==> config.mk <==
export PLATFORM = sky130hd
export DESIGN_NAME = integer_to_ascii_formatter_unit
export DESIGN_NICKNAME = d
export VERILOG_FILES = /design/src/rtl/core/itoa_pkg.sv /design/src/rtl/core/itoa_serial_div.sv /design/src/rtl/core/itoa_digit_stack.sv /design/src/rtl/core/integer_to_ascii_formatter_unit.sv
export SDC_FILE = /design/constraint.sdc
export NUM_CORES = 1
export LEC_CHECK = 0
export BUFFER_PORTS_ARGS = -buffer_cell sky130_fd_sc_hd__buf_4
export CAP_MARGIN = 15
export CORE_ASPECT_RATIO = 1.1
export CORE_UTILIZATION = 60
export DETAILED_ROUTE_END_ITERATION = 12
export PLACE_DENSITY = 0.91
export SYNTH_ARGS = -nofsm -noshare
export SYNTH_HDL_FRONTEND = slang
export SYNTH_SLANG_ARGS = --single-unit
==> constraint.sdc <==
create_clock -name clk -period 3.95 [get_ports clk]
set_input_delay 0 -clock clk [delete_from_list [all_inputs] [get_ports clk]]
set_output_delay 0 -clock clk [all_outputs]
set_load 0.01 [all_outputs]
==> src/rtl/core/itoa_pkg.sv <==
// ----------------------------------------------------------------------------
// itoa_pkg
// Shared widths, ASCII codes and status types for the integer formatter.
// ----------------------------------------------------------------------------
package itoa_pkg;

  localparam int DIGIT_W = 4;
  localparam int RADIX_W = 5;
  localparam int PAD_W   = 6;
  localparam int CHAR_W  = 7;
  localparam int LEN_W   = 7;

  localparam logic [RADIX_W-1:0] RADIX_MIN = 5'd8;
  localparam logic [RADIX_W-1:0] RADIX_MAX = 5'd16;

  localparam logic [CHAR_W-1:0] CH_PLUS    = 7'h2B;
  localparam logic [CHAR_W-1:0] CH_MINUS   = 7'h2D;
  localparam logic [CHAR_W-1:0] CH_SPACE   = 7'h20;
  localparam logic [CHAR_W-1:0] CH_ZERO    = 7'h30;
  localparam logic [CHAR_W-1:0] CH_UPPER_A = 7'h41;
  localparam logic [CHAR_W-1:0] CH_LOWER_A = 7'h61;
  localparam logic [CHAR_W-1:0] DEC_LIMIT  = 7'd10;

  // Status of the serial divider toward the sequencer
  typedef struct packed {
    logic               done;   // one-cycle pulse, quotient and digit valid
    logic [DIGIT_W-1:0] digit;  // remainder of the last division
    logic               more;   // quotient is nonzero
  } div_status_t;

  // Map one digit to its ASCII character
  function automatic logic [CHAR_W-1:0] digit_char(input logic [DIGIT_W-1:0] d,
                                                   input logic upper);
    logic [CHAR_W-1:0] dx;
    dx = {{(CHAR_W-DIGIT_W){1'b0}}, d};
    if (dx < DEC_LIMIT) begin
      return CH_ZERO + dx;
    end else begin
      return (upper ? CH_UPPER_A : CH_LOWER_A) + dx - DEC_LIMIT;
    end
  endfunction

endpackage

==> src/rtl/core/itoa_serial_div.sv <==
// ----------------------------------------------------------------------------
// itoa_serial_div
// Restoring divider by the radix, one dividend bit per cycle, MSB first.
// ----------------------------------------------------------------------------
module itoa_serial_div #(
  parameter int VALUE_BITS = 32
) (
  input  logic                             clk,
  input  logic                             rst_n,
  input  logic                             start,
  input  logic [VALUE_BITS-1:0]            dividend,
  input  logic [itoa_pkg::RADIX_W-1:0]     radix,
  output logic [VALUE_BITS-1:0]            quotient,
  output itoa_pkg::div_status_t            status
);

  localparam int CNT_W = (VALUE_BITS > 1) ? $clog2(VALUE_BITS) : 1;

  logic [VALUE_BITS-1:0]        q_r;
  logic [itoa_pkg::DIGIT_W-1:0] rem_r;
  logic [CNT_W-1:0]             cnt_r;
  logic                         busy_r;
  logic                         done_r;
  logic                         nz_r;

  logic [itoa_pkg::RADIX_W-1:0] trial;
  logic [itoa_pkg::RADIX_W-1:0] trial_sub;
  logic                         q_bit;
  logic                         last_bit;

  // Shift the next dividend bit into the partial remainder and try a subtract
  assign trial     = {rem_r, q_r[VALUE_BITS-1]};
  assign q_bit     = (trial >= radix);
  assign trial_sub = trial - radix;
  assign last_bit  = (cnt_r == CNT_W'(VALUE_BITS - 1));

  always_ff @(posedge clk) begin
    if (!rst_n) begin
      busy_r <= 1'b0;
      done_r <= 1'b0;
      cnt_r  <= '0;
    end else begin
      done_r <= busy_r && last_bit;
      if (start) begin
        busy_r <= 1'b1;
        cnt_r  <= '0;
        q_r    <= dividend;
        rem_r  <= '0;
        nz_r   <= 1'b0;
      end else if (busy_r) begin
        q_r   <= {q_r[VALUE_BITS-2:0], q_bit};
        rem_r <= q_bit ? trial_sub[itoa_pkg::DIGIT_W-1:0] : trial[itoa_pkg::DIGIT_W-1:0];
        nz_r  <= nz_r | q_bit;
        cnt_r <= cnt_r + 1'b1;
        if (last_bit) begin
          busy_r <= 1'b0;
        end
      end
    end
  end

  assign quotient     = q_r;
  assign status.done  = done_r;
  assign status.digit = rem_r;
  assign status.more  = nz_r;

endmodule

==> src/rtl/core/itoa_digit_stack.sv <==
// ----------------------------------------------------------------------------
// itoa_digit_stack
// Shift-register stack of digits: push at the head, pop from the head.
// ----------------------------------------------------------------------------
module itoa_digit_stack #(
  parameter int DEPTH = 16
) (
  input  logic                         clk,
  input  logic                         push,
  input  logic                         pop,
  input  logic [itoa_pkg::DIGIT_W-1:0] push_digit,
  output logic [itoa_pkg::DIGIT_W-1:0] top_digit
);

  logic [itoa_pkg::DIGIT_W-1:0] slot_r [DEPTH];

  // Shift up on push, shift down on pop
  always_ff @(posedge clk) begin
    if (push) begin
      slot_r[0] <= push_digit;
      for (int i = 1; i < DEPTH; i++) begin
        slot_r[i] <= slot_r[i-1];
      end
    end else if (pop) begin
      for (int i = 0; i < DEPTH - 1; i++) begin
        slot_r[i] <= slot_r[i+1];
      end
    end
  end

  assign top_digit = slot_r[0];

endmodule

==> src/rtl/core/integer_to_ascii_formatter_unit.sv <==
// ----------------------------------------------------------------------------
// integer_to_ascii_formatter_unit
// Formats one integer as ASCII text: sign, padding, digits MSB first.
// ----------------------------------------------------------------------------
//
//  channel  | direction | ports
//  ---------+-----------+------------------------------------------------------
//  input    | in        | in_valid/in_stall, value, radix and format flags
//  result   | out       | out_valid/out_stall, character, is_last, total_length
//
//  Each digit comes from one run of the bit-serial divider, which is restarted
//  on the quotient until it runs out or the digit slots are full; the sign,
//  padding and digit characters follow. Output stalls stretch only the
//  character phase.
//  Reset is synchronous and active low; the input is refused until the
//  last character of the current number has been loaded for transfer.
//
module integer_to_ascii_formatter_unit #(
  parameter int VALUE_BITS  = 32,
  parameter int DIGIT_SLOTS = 16,
  parameter int MAX_PAD     = 63
) (
  input  logic                          clk,
  input  logic                          rst_n,
  input  logic                          in_valid,
  output logic                          in_stall,
  input  logic [VALUE_BITS-1:0]         in_value,
  input  logic [itoa_pkg::RADIX_W-1:0]  in_radix,
  input  logic                          in_is_unsigned,
  input  logic [itoa_pkg::PAD_W-1:0]    in_pad_width,
  input  logic                          in_pad_with_zeros,
  input  logic                          in_force_plus,
  input  logic                          in_space_for_plus,
  input  logic                          in_upper_case,
  output logic                          out_valid,
  input  logic                          out_stall,
  output logic [itoa_pkg::CHAR_W-1:0]   out_character,
  output logic                          out_is_last,
  output logic [itoa_pkg::LEN_W-1:0]    out_total_length
);

  localparam int CNT_W = $clog2(DIGIT_SLOTS + 1);
  localparam int CMP_W = (CNT_W > itoa_pkg::PAD_W) ? CNT_W : itoa_pkg::PAD_W;

  typedef enum logic [2:0] {S_IDLE, S_DIV, S_SIGN, S_PAD, S_DIGITS} state_t;

  state_t                        state_r, state_nxt;
  logic [itoa_pkg::RADIX_W-1:0]  radix_r;
  logic [itoa_pkg::PAD_W-1:0]    pad_r;
  logic [itoa_pkg::PAD_W-1:0]    pad_rem_r;
  logic                          zero_pad_r;
  logic                          upper_r;
  logic                          has_sign_r;
  logic [itoa_pkg::CHAR_W-1:0]   sign_char_r;
  logic [CNT_W-1:0]              digit_count_r;
  logic [itoa_pkg::LEN_W-1:0]    len_r;

  logic                          out_valid_r;
  logic [itoa_pkg::CHAR_W-1:0]   out_char_r;
  logic                          out_last_r;
  logic [itoa_pkg::LEN_W-1:0]    out_len_r;

  logic                          accept;
  logic                          adv;
  logic                          negative;
  logic [VALUE_BITS-1:0]         abs_value;
  logic [itoa_pkg::RADIX_W-1:0]  radix_sat;
  logic [itoa_pkg::PAD_W-1:0]    pad_sat;
  logic [CNT_W-1:0]              count_inc;
  logic                          convert_more;
  logic                          div_start;
  logic [VALUE_BITS-1:0]         div_dividend;
  logic [VALUE_BITS-1:0]         div_quotient;
  itoa_pkg::div_status_t         div_st;
  logic [itoa_pkg::DIGIT_W-1:0]  stack_top;
  logic                          emit;
  logic                          emit_last;
  logic [itoa_pkg::CHAR_W-1:0]   emit_char;
  logic [CMP_W-1:0]              pad_ext;
  logic [CMP_W-1:0]              cnt_ext;
  logic [CMP_W-1:0]              pad_diff;

  // Input handshake and operand conditioning
  assign in_stall  = (state_r != S_IDLE);
  assign accept    = in_valid && !in_stall;
  assign negative  = in_value[VALUE_BITS-1];
  assign abs_value = (!in_is_unsigned && negative) ? (~in_value + 1'b1) : in_value;

  always_comb begin
    radix_sat = in_radix;
    if (in_radix < itoa_pkg::RADIX_MIN) begin
      radix_sat = itoa_pkg::RADIX_MIN;
    end else if (in_radix > itoa_pkg::RADIX_MAX) begin
      radix_sat = itoa_pkg::RADIX_MAX;
    end
  end

  assign pad_sat = (in_pad_width > itoa_pkg::PAD_W'(MAX_PAD)) ?
                   itoa_pkg::PAD_W'(MAX_PAD) : in_pad_width;

  // Restart the divider on the quotient until it runs out or slots are full
  assign count_inc    = digit_count_r + 1'b1;
  assign convert_more = div_st.more && (count_inc < CNT_W'(DIGIT_SLOTS));
  assign div_start    = accept || ((state_r == S_DIV) && div_st.done && convert_more);
  assign div_dividend = accept ? abs_value : div_quotient;

  itoa_serial_div #(
    .VALUE_BITS (VALUE_BITS)
  ) u_div (
    .clk      (clk),
    .rst_n    (rst_n),
    .start    (div_start),
    .dividend (div_dividend),
    .radix    (accept ? radix_sat : radix_r),
    .quotient (div_quotient),
    .status   (div_st)
  );

  itoa_digit_stack #(
    .DEPTH (DIGIT_SLOTS)
  ) u_stack (
    .clk        (clk),
    .push       ((state_r == S_DIV) && div_st.done),
    .pop        (emit && (state_r == S_DIGITS)),
    .push_digit (div_st.digit),
    .top_digit  (stack_top)
  );

  // Pad characters still needed once the digit count is known
  assign pad_ext  = CMP_W'(pad_r);
  assign cnt_ext  = CMP_W'(digit_count_r);
  assign pad_diff = (pad_ext > cnt_ext) ? (pad_ext - cnt_ext) : '0;

  // Character selection and next state
  assign adv = !out_valid_r || !out_stall;

  always_comb begin
    state_nxt = state_r;
    emit      = 1'b0;
    emit_last = 1'b0;
    emit_char = itoa_pkg::CH_SPACE;
    unique case (state_r)
      S_IDLE: begin
        if (accept) begin
          state_nxt = S_DIV;
        end
      end
      S_DIV: begin
        if (div_st.done && !convert_more) begin
          state_nxt = S_SIGN;
        end
      end
      S_SIGN: begin
        emit_char = sign_char_r;
        if (!has_sign_r) begin
          state_nxt = S_PAD;
        end else if (adv) begin
          emit      = 1'b1;
          state_nxt = S_PAD;
        end
      end
      S_PAD: begin
        emit_char = zero_pad_r ? itoa_pkg::CH_ZERO : itoa_pkg::CH_SPACE;
        if (pad_rem_r == '0) begin
          state_nxt = S_DIGITS;
        end else if (adv) begin
          emit = 1'b1;
        end
      end
      S_DIGITS: begin
        emit_char = itoa_pkg::digit_char(stack_top, upper_r);
        emit_last = (digit_count_r == CNT_W'(1));
        if (adv) begin
          emit = 1'b1;
          if (emit_last) begin
            state_nxt = S_IDLE;
          end
        end
      end
      default: state_nxt = S_IDLE;
    endcase
  end

  // State, working registers and the output register
  always_ff @(posedge clk) begin
    if (!rst_n) begin
      state_r     <= S_IDLE;
      out_valid_r <= 1'b0;
    end else begin
      state_r <= state_nxt;

      if (accept) begin
        radix_r       <= radix_sat;
        pad_r         <= pad_sat;
        zero_pad_r    <= in_pad_with_zeros;
        upper_r       <= in_upper_case;
        has_sign_r    <= !in_is_unsigned && (negative || in_force_plus || in_space_for_plus);
        sign_char_r   <= negative ? itoa_pkg::CH_MINUS :
                         (in_force_plus ? itoa_pkg::CH_PLUS : itoa_pkg::CH_SPACE);
        digit_count_r <= '0;
        len_r         <= '0;
      end

      if ((state_r == S_DIV) && div_st.done) begin
        digit_count_r <= count_inc;
      end

      if (state_r == S_SIGN) begin
        pad_rem_r <= pad_diff[itoa_pkg::PAD_W-1:0];
      end

      if (emit) begin
        len_r <= len_r + 1'b1;
        if (state_r == S_PAD) begin
          pad_rem_r <= pad_rem_r - 1'b1;
        end
        if (state_r == S_DIGITS) begin
          digit_count_r <= digit_count_r - 1'b1;
        end
      end

      if (adv) begin
        out_valid_r <= emit;
        if (emit) begin
          out_char_r <= emit_char;
          out_last_r <= emit_last;
          out_len_r  <= emit_last ? (len_r + 1'b1) : '0;
        end
      end
    end
  end

  assign out_valid        = out_valid_r;
  assign out_character    = out_char_r;
  assign out_is_last      = out_last_r;
  assign out_total_length = out_len_r;

`ifndef SYNTHESIS
  // Taking an item makes the block busy in the next cycle
  a_busy_after_accept: assert property (@(posedge clk) disable iff (!rst_n)
    accept |=> in_stall)
    else $error("input not refused after a transfer");

  // The divider only finishes while a conversion is in progress
  a_done_in_div: assert property (@(posedge clk) disable iff (!rst_n)
    div_st.done |-> (state_r == S_DIV))
    else $error("divider finished outside conversion");

  // Digit phase always has a digit left on the stack
  a_digits_left: assert property (@(posedge clk) disable iff (!rst_n)
    (state_r == S_DIGITS) |-> (digit_count_r != '0))
    else $error("digit phase with empty stack");

  // Length is reported on the last character only
  a_len_on_last: assert property (@(posedge clk) disable iff (!rst_n)
    out_valid_r |-> (out_last_r == (out_len_r != '0)))
    else $error("total length out of place");
`endif

endmodule

# Word level (Yosys, flattened, before mapping)
# Memory sizes are Yosys's and may differ from the RTL's.
# Index checks and enable logic that the tools add are counted.
# Widths: inputs -> output; s select.
# totals
reg_bits	102
mem_bits_rw	64
inputBits	52
out_inout_bits	17
word_cells	161
mem_count	1
# op_classes
n_addsub	11
n_lt_le_gt_ge	7
n_eq_ne	13
mux	61
bitwise	18
reduce_logical	30
# mem_list
name	depth	word_bits	read_ports	rd_clocked_by_memory_dff	wr	line_no	source
u_stack.slot_r	16	4	16	0	16	itoa_digit_stack.sv:15	logic [itoa_pkg::DIGIT_W-1:0] slot_r [DEPTH];
# op_table
operator	n
$mux 32	4
$mux 4	18
$mux 5	8
$add 32x1->32 const B	1
$not 32->32	1
$mux 6	5
$mux 3	7
$mux 7	3
$pmux 7 s3	1
$or 1x1->1	16
$pmux 3 s5	1
$mux 1	13
$add 5x1->5 const B	2
$logic_and 1x1->1	9
$ne 2x2->1 const B	4
$add 6x4->7 const A	1
$add 7x1->7 const B	1
$add 7x4->7	1
$sub 7x4->7 const B	1
$eq 3x2->1 const B	2
$gt 6x5->1	1
$gt 6x6->1 const B	1
$logic_not 6->1	1
$reduce_and 2->1	3
25 further kinds	35

# Depth between registers and ports, before layout
# depth
word_depth	10
ltp_mapped	12
depth_no_buf	10

# By module
# From an unflattened synthesis, not the netlist that was laid out.
# unflattened
hier_cells	739
hier_area_um2	8729.6
# by_module_without_submodules
mod	n_inst	cells_per_inst	area_per_inst_um2	seq_area_each_um2
integer_to_ascii_formatter_unit	1	460	3953.8	1581.5
itoa_digit_stack	1	136	2702.6	1921.8
itoa_serial_div	1	143	2073.2	1251.2

# Worst setup path after synthesis
# No wires, ideal clock.
# synth_path
kind	reg2reg
startpoint	reg state_r[1]
endpoint	reg digit_count_r[0] (data pin)
setup_ns	0.328
arrival_ns	2.649
required_time_ns	3.622
setup_slack_ns	0.973
path_stages_with_launch	6
n_path_buf	1
synth_period_minus_slack_ns	2.977
cell_sequence	dfxtp_1 > buf_4 > nor3b_1 > nand2_2 > nand2_1 > o21ai_0
# synth_between
elab_chain_len	7
word_cells_on_any_way	13
classes_between	eq/ne (4); mux (5); reduce/logical (4)
# synth_lines
element	line_no	source
start: declaration	integer_to_ascii_formatter_unit.sv:47	state_t state_r, state_nxt;
start signal: assignment	integer_to_ascii_formatter_unit.sv:190	state_r <= state_nxt;
$reduce_bool 3->1	integer_to_ascii_formatter_unit.sv:84	assign in_stall = (state_r != S_IDLE);
$logic_not 1->1	integer_to_ascii_formatter_unit.sv:85	assign accept = in_valid && !in_stall;
$logic_and 1x1->1	integer_to_ascii_formatter_unit.sv:85	
$mux 5	integer_to_ascii_formatter_unit.sv:192	if (accept) begin
$mux 5	integer_to_ascii_formatter_unit.sv:204	if ((state_r == S_DIV) && div_st.done) begin
$mux 5	integer_to_ascii_formatter_unit.sv:217	if (state_r == S_DIGITS) begin
$mux 5 (*)	integer_to_ascii_formatter_unit.sv:212	if (emit) begin
end signal: assignment	integer_to_ascii_formatter_unit.sv:205	digit_count_r <= count_inc;
end signal: assignment	integer_to_ascii_formatter_unit.sv:218	digit_count_r <= digit_count_r - 1'b1;
end: declaration	integer_to_ascii_formatter_unit.sv:55	logic [CNT_W-1:0] digit_count_r;
# Every way passes the cells marked *; elsewhere a longest branch is shown, timed or not.
# A chain may end at the register's enable or synchronous reset.

# Worst setup path after layout
# layout_path
startpoint	reg state_r[0]
endpoint	reg u_div.rem_r[1] in the netlist's numbering (data pin)
# layout_between
elab_chain_len	7
word_cells_on_any_way	12
classes_between	add/sub (1); order compare (1); eq/ne (1); mux (3); reduce/logical (6)
# layout_lines
element	line_no	source
$reduce_bool 3->1 (*)	integer_to_ascii_formatter_unit.sv:84	
$logic_not 1->1 (*)	integer_to_ascii_formatter_unit.sv:85	
$logic_and 1x1->1 (*)	integer_to_ascii_formatter_unit.sv:85	
$mux 5 (*)	n/a	
net u_div.radix (one bit)	itoa_serial_div.sv:12	input logic [itoa_pkg::RADIX_W-1:0] radix,
$sub 4x4->4 / $ge 5x5->1 (equally long branches)	itoa_serial_div.sv:34, itoa_serial_div.sv:33	
$mux 4 (*)	itoa_serial_div.sv:52	rem_r <= q_bit ? trial_sub[itoa_pkg::DIGIT_W-1:0] : trial[itoa_pkg::DIGIT_W-1:0];
$mux 4 (*)	itoa_serial_div.sv:50	end else if (busy_r) begin
end signal: assignment	itoa_serial_div.sv:52	
end: declaration	itoa_serial_div.sv:20	logic [itoa_pkg::DIGIT_W-1:0] rem_r;
# The timed path passes the listed nets; every way through them passes the cells marked *. The select of a mux whose other input is x is not followed.

==> results.txt <==
share of layout cells above drive strength 1 = 0.1452
EDFF count, synth = 151
fillers = 812
largest cells by area after synthesis = edfxtp_1, nand2_1, xor2_1
DIE AREA = 0.01427 mm²
io pins = 69
unrepaired setup endpoints after global routing = false
Synthesized Nets = 878
status = finished, final reports clean
Hold Path Class = in -> reg
Worst Clk Skew = 0.007556 ns
CTS Buf Count = 17
Root Driver = clkbuf_16
CTS tree = built
number of diodes = 0
initial antenna violation count = 0
Clock Pin Slew Worst Setup and Hold Paths = 0.06 ns
crit share post-route = 0.7929
Synth async-reset ratio = 0
relative slew slack = 0.4238
core footprint = 0.01332 mm²
final setup fails = 0
Mapped Cells = 805
Leak = 3.950 nW
YS warnings = 0
total gr overflow = 0
Critical Path Start = state_r[0]$_SDFFE_PN0P_
WP data arrival = 3.31 ns
Crit Reg-Reg Startpoint = state_r[0]$_SDFFE_PN0P_
num rows = 44
critical path type = reg -> reg
Post-Syn Area = 0.008279 mm²
Final Slew Violations = 0
first-pass GRT wire length = 29,750 µm
TritonCTS Sinks = 162
number of detailed-routing iterations run before antenna repair = 6
routed vias/inst = 5.816
Starting Density = 0.6214
most frequent cells in the layout = nand2_1, edfxtp_1, buf_4
Seq cells post-synth = 162
Setup crit end kind = flop
post-CTS sizing = 0
Post-Route WL = 18,150 µm
DRC Markers = 0
Post-synth top flop = edfxtp_1
CTS H-Tree Depth = 4
number of setup buffers added after CTS = 0
DR WL/cell = 16.50 µm
Post-DRT Antenna Nets = 0
largest net degree at the start of global routing = 49
routability congestion estimate = 0.8795
area of the multi-input gates = 0.003241 mm²
Avg Inst Size Synth = 10.28 µm²
crit path time final = 3.132 ns
Reg area = 0.004755 mm²
dpl hpwl = 11,180 µm
VDD IR max = 318.7 µV
IO Port Bufs = 68
Hold WS = 0.01706 ns
clock tree buffer depth = 2
max cap viols = 0
pwr dens = 421.2 mW/mm²
HP Start = in_value[24]
CP Max Fanout = 15
Worst Tran Pin Value = 0.8624 ns
f_max = 319.3 MHz
final setup TNS = 0 ns
startpoint types = flop
Detailed Route Iter0 Violations = 736
fin nets = 977
Die Y = 125.2 µm
Crit path required time = 4.13 ns
register area share after synthesis = 0.5743
via count = 6,398
Die W = 114 µm
All-Layer GR Usage = 0.2684
Distinct cells, synth = 60
endpoints failing hold = 0
commonest non-fill, non-tap cell in the layout = nand2_1
Worst-Skew Late Latency = 0.43 ns
number of global-route vias before repair = 6,299
area grow syn2layout = 20.70%
Synth top area share = 0.5477
cell taking the most area after synthesis = edfxtp_1
per-stage QoR:
| stage | area, µm² | cells | utilization | power, mW | worst slack [ns] |
|---|---|---|---|---|---|
| 2_1_floorplan | 8279 | 805 | - | 2.212 | 0.9729 |
| 3_3_place_gp | 8920 | 1028 | 0.6695 | 2.317 | 1.083 |
| 3_5_place_dp | 8920 | 1028 | 0.6695 | 2.337 | 0.8710 |
| 4_1_cts | 9982 | 1099 | 0.7492 | 4.205 | 0.8951 |
| 5_1_grt | 9993 | 1100 | 0.7501 | 4.327 | 0.6253 |
| 6_report | 9993 | 1100 | 0.7501 | 4.209 | 0.8182 |
worst max-delay path, cell delays in order, from the launching register on:
cell	delay, ns
dfxtp_1	0.44
nor3_1	0.29
nand2_1	0.40
nand2_1	0.19
nand2_1	0.08
ha_1	0.29
nand2b_1	0.10
a211oi_1	0.10
o31ai_2	0.68
mux2i_1	0.26
nor2_1	0.05
synthesized netlist by cell type (3+ instances only):
master / count
inv_1: 26
o31ai_1: 10
o21ai_0: 41
nand2b_1: 7
nand2_1: 238
edfxtp_1: 151
ha_1: 19
mux2i_1: 6
clkbuf_1: 18
a31oi_1: 9
nor3b_1: 3
buf_6: 3
buf_2: 12
dfxtp_1: 11
xor2_1: 28
o41ai_2: 5
nor4_1: 3
a211oi_1: 5
nand3_1: 12
o21a_1: 4
buf_4: 4
nor4_2: 3
nor2_1: 62
a21o_1: 4
buf_1: 3
nand4_1: 5
nor2b_1: 8
xnor2_1: 16
a21oi_1: 31
o21ai_1: 4
and3_1: 7
nor3_1: 10
registers in the layout (all words and copies together), names as in the netlist:
name              flops
digit_count_r         5
has_sign_r            1
len_r                 7
out_character         7
out_is_last           1
out_total_length      7
out_valid             1
pad_ext               6
pad_rem_r             6
radix_r               5
sign_char_r           3
state_r               3
u_div.busy_r          1
u_div.cnt_r           5
u_div.done_r          1
u_div.nz_r            1
u_div.quotient       32
u_div.rem_r           4
u_stack.slot_r       64
upper_r               1
zero_pad_r            1
logic make-up (layout without fill, tap and decap cells):
logic type,Yosys count,count (layout),share of synthesized area
AND/OR/NAND/NOR,374,374,0.1987
flip-flops,162,162,0.5743
AO/OA/AOI/OAI,131,131,0.1029
buffers and inverters,67,178,0.03672
XOR/XNOR,44,44,0.04655
adder cells (fa/ha/maj),21,21,0.03355
multiplexers,6,6,0.007254
final timing paths:
| check | to | cells after the start | slack [ns] |
|---|---|---|---|
| setup / recovery | u_div.rem_r[1]$_SDFFCE_PN0P_ | 10 | 0.82 |
| setup reg to reg | u_div.rem_r[1]$_SDFFCE_PN0P_ | 10 | 0.82 |
| hold reg to reg | u_stack.slot_r[15][1]$_DFFE_PP_ | 0 | 0.46 |
| hold / removal | u_div.quotient[24]$_DFFE_PP_ | 3 | 0.02 |
report_power, final:
group / internal [mW] / total, mW / leakage [nW] / switching, mW
logic: 0.171 / 0.384 / 2.14 / 0.213
registers: 1.93 / 1.97 / 1.49 / 0.0338
clock network: 1.18 / 1.86 / 0.321 / 0.678
total: 3.28 / 4.21 / 3.95 / 0.925
what timing repair did:
| item | 4_1_cts | 5_1_grt |
|---|---|---|
| endpoints found under the setup margin | 0 | 0 |
| endpoints found under the hold margin | 56 | 0 |
| hold buffers | 40 | 0 |
final cells by class:
class | count | area share
sequential | 162 | 0.4758
multi-input combinational | 576 | 0.3243
timing repair buffer | 120 | 0.1005
clock buffer | 17 | 0.04257
clock inverter | 14 | 0.02366
tap | 184 | 0.02304
inverter | 27 | 0.01014
per-layer routing:
| layer | up-vias | track usage | share of wire |
|---|---|---|---|
| li1 | 3014 | - | - |
| met4 | 0 | 0.1108 | 0.024 |
| met3 | 49 | 0.05720 | 0.067 |
| met2 | 306 | 0.4588 | 0.52 |
| met5 | - | 0 | 0 |
| met1 | 3029 | 0.3297 | 0.39 |
(Power assumes the default switching activity.)
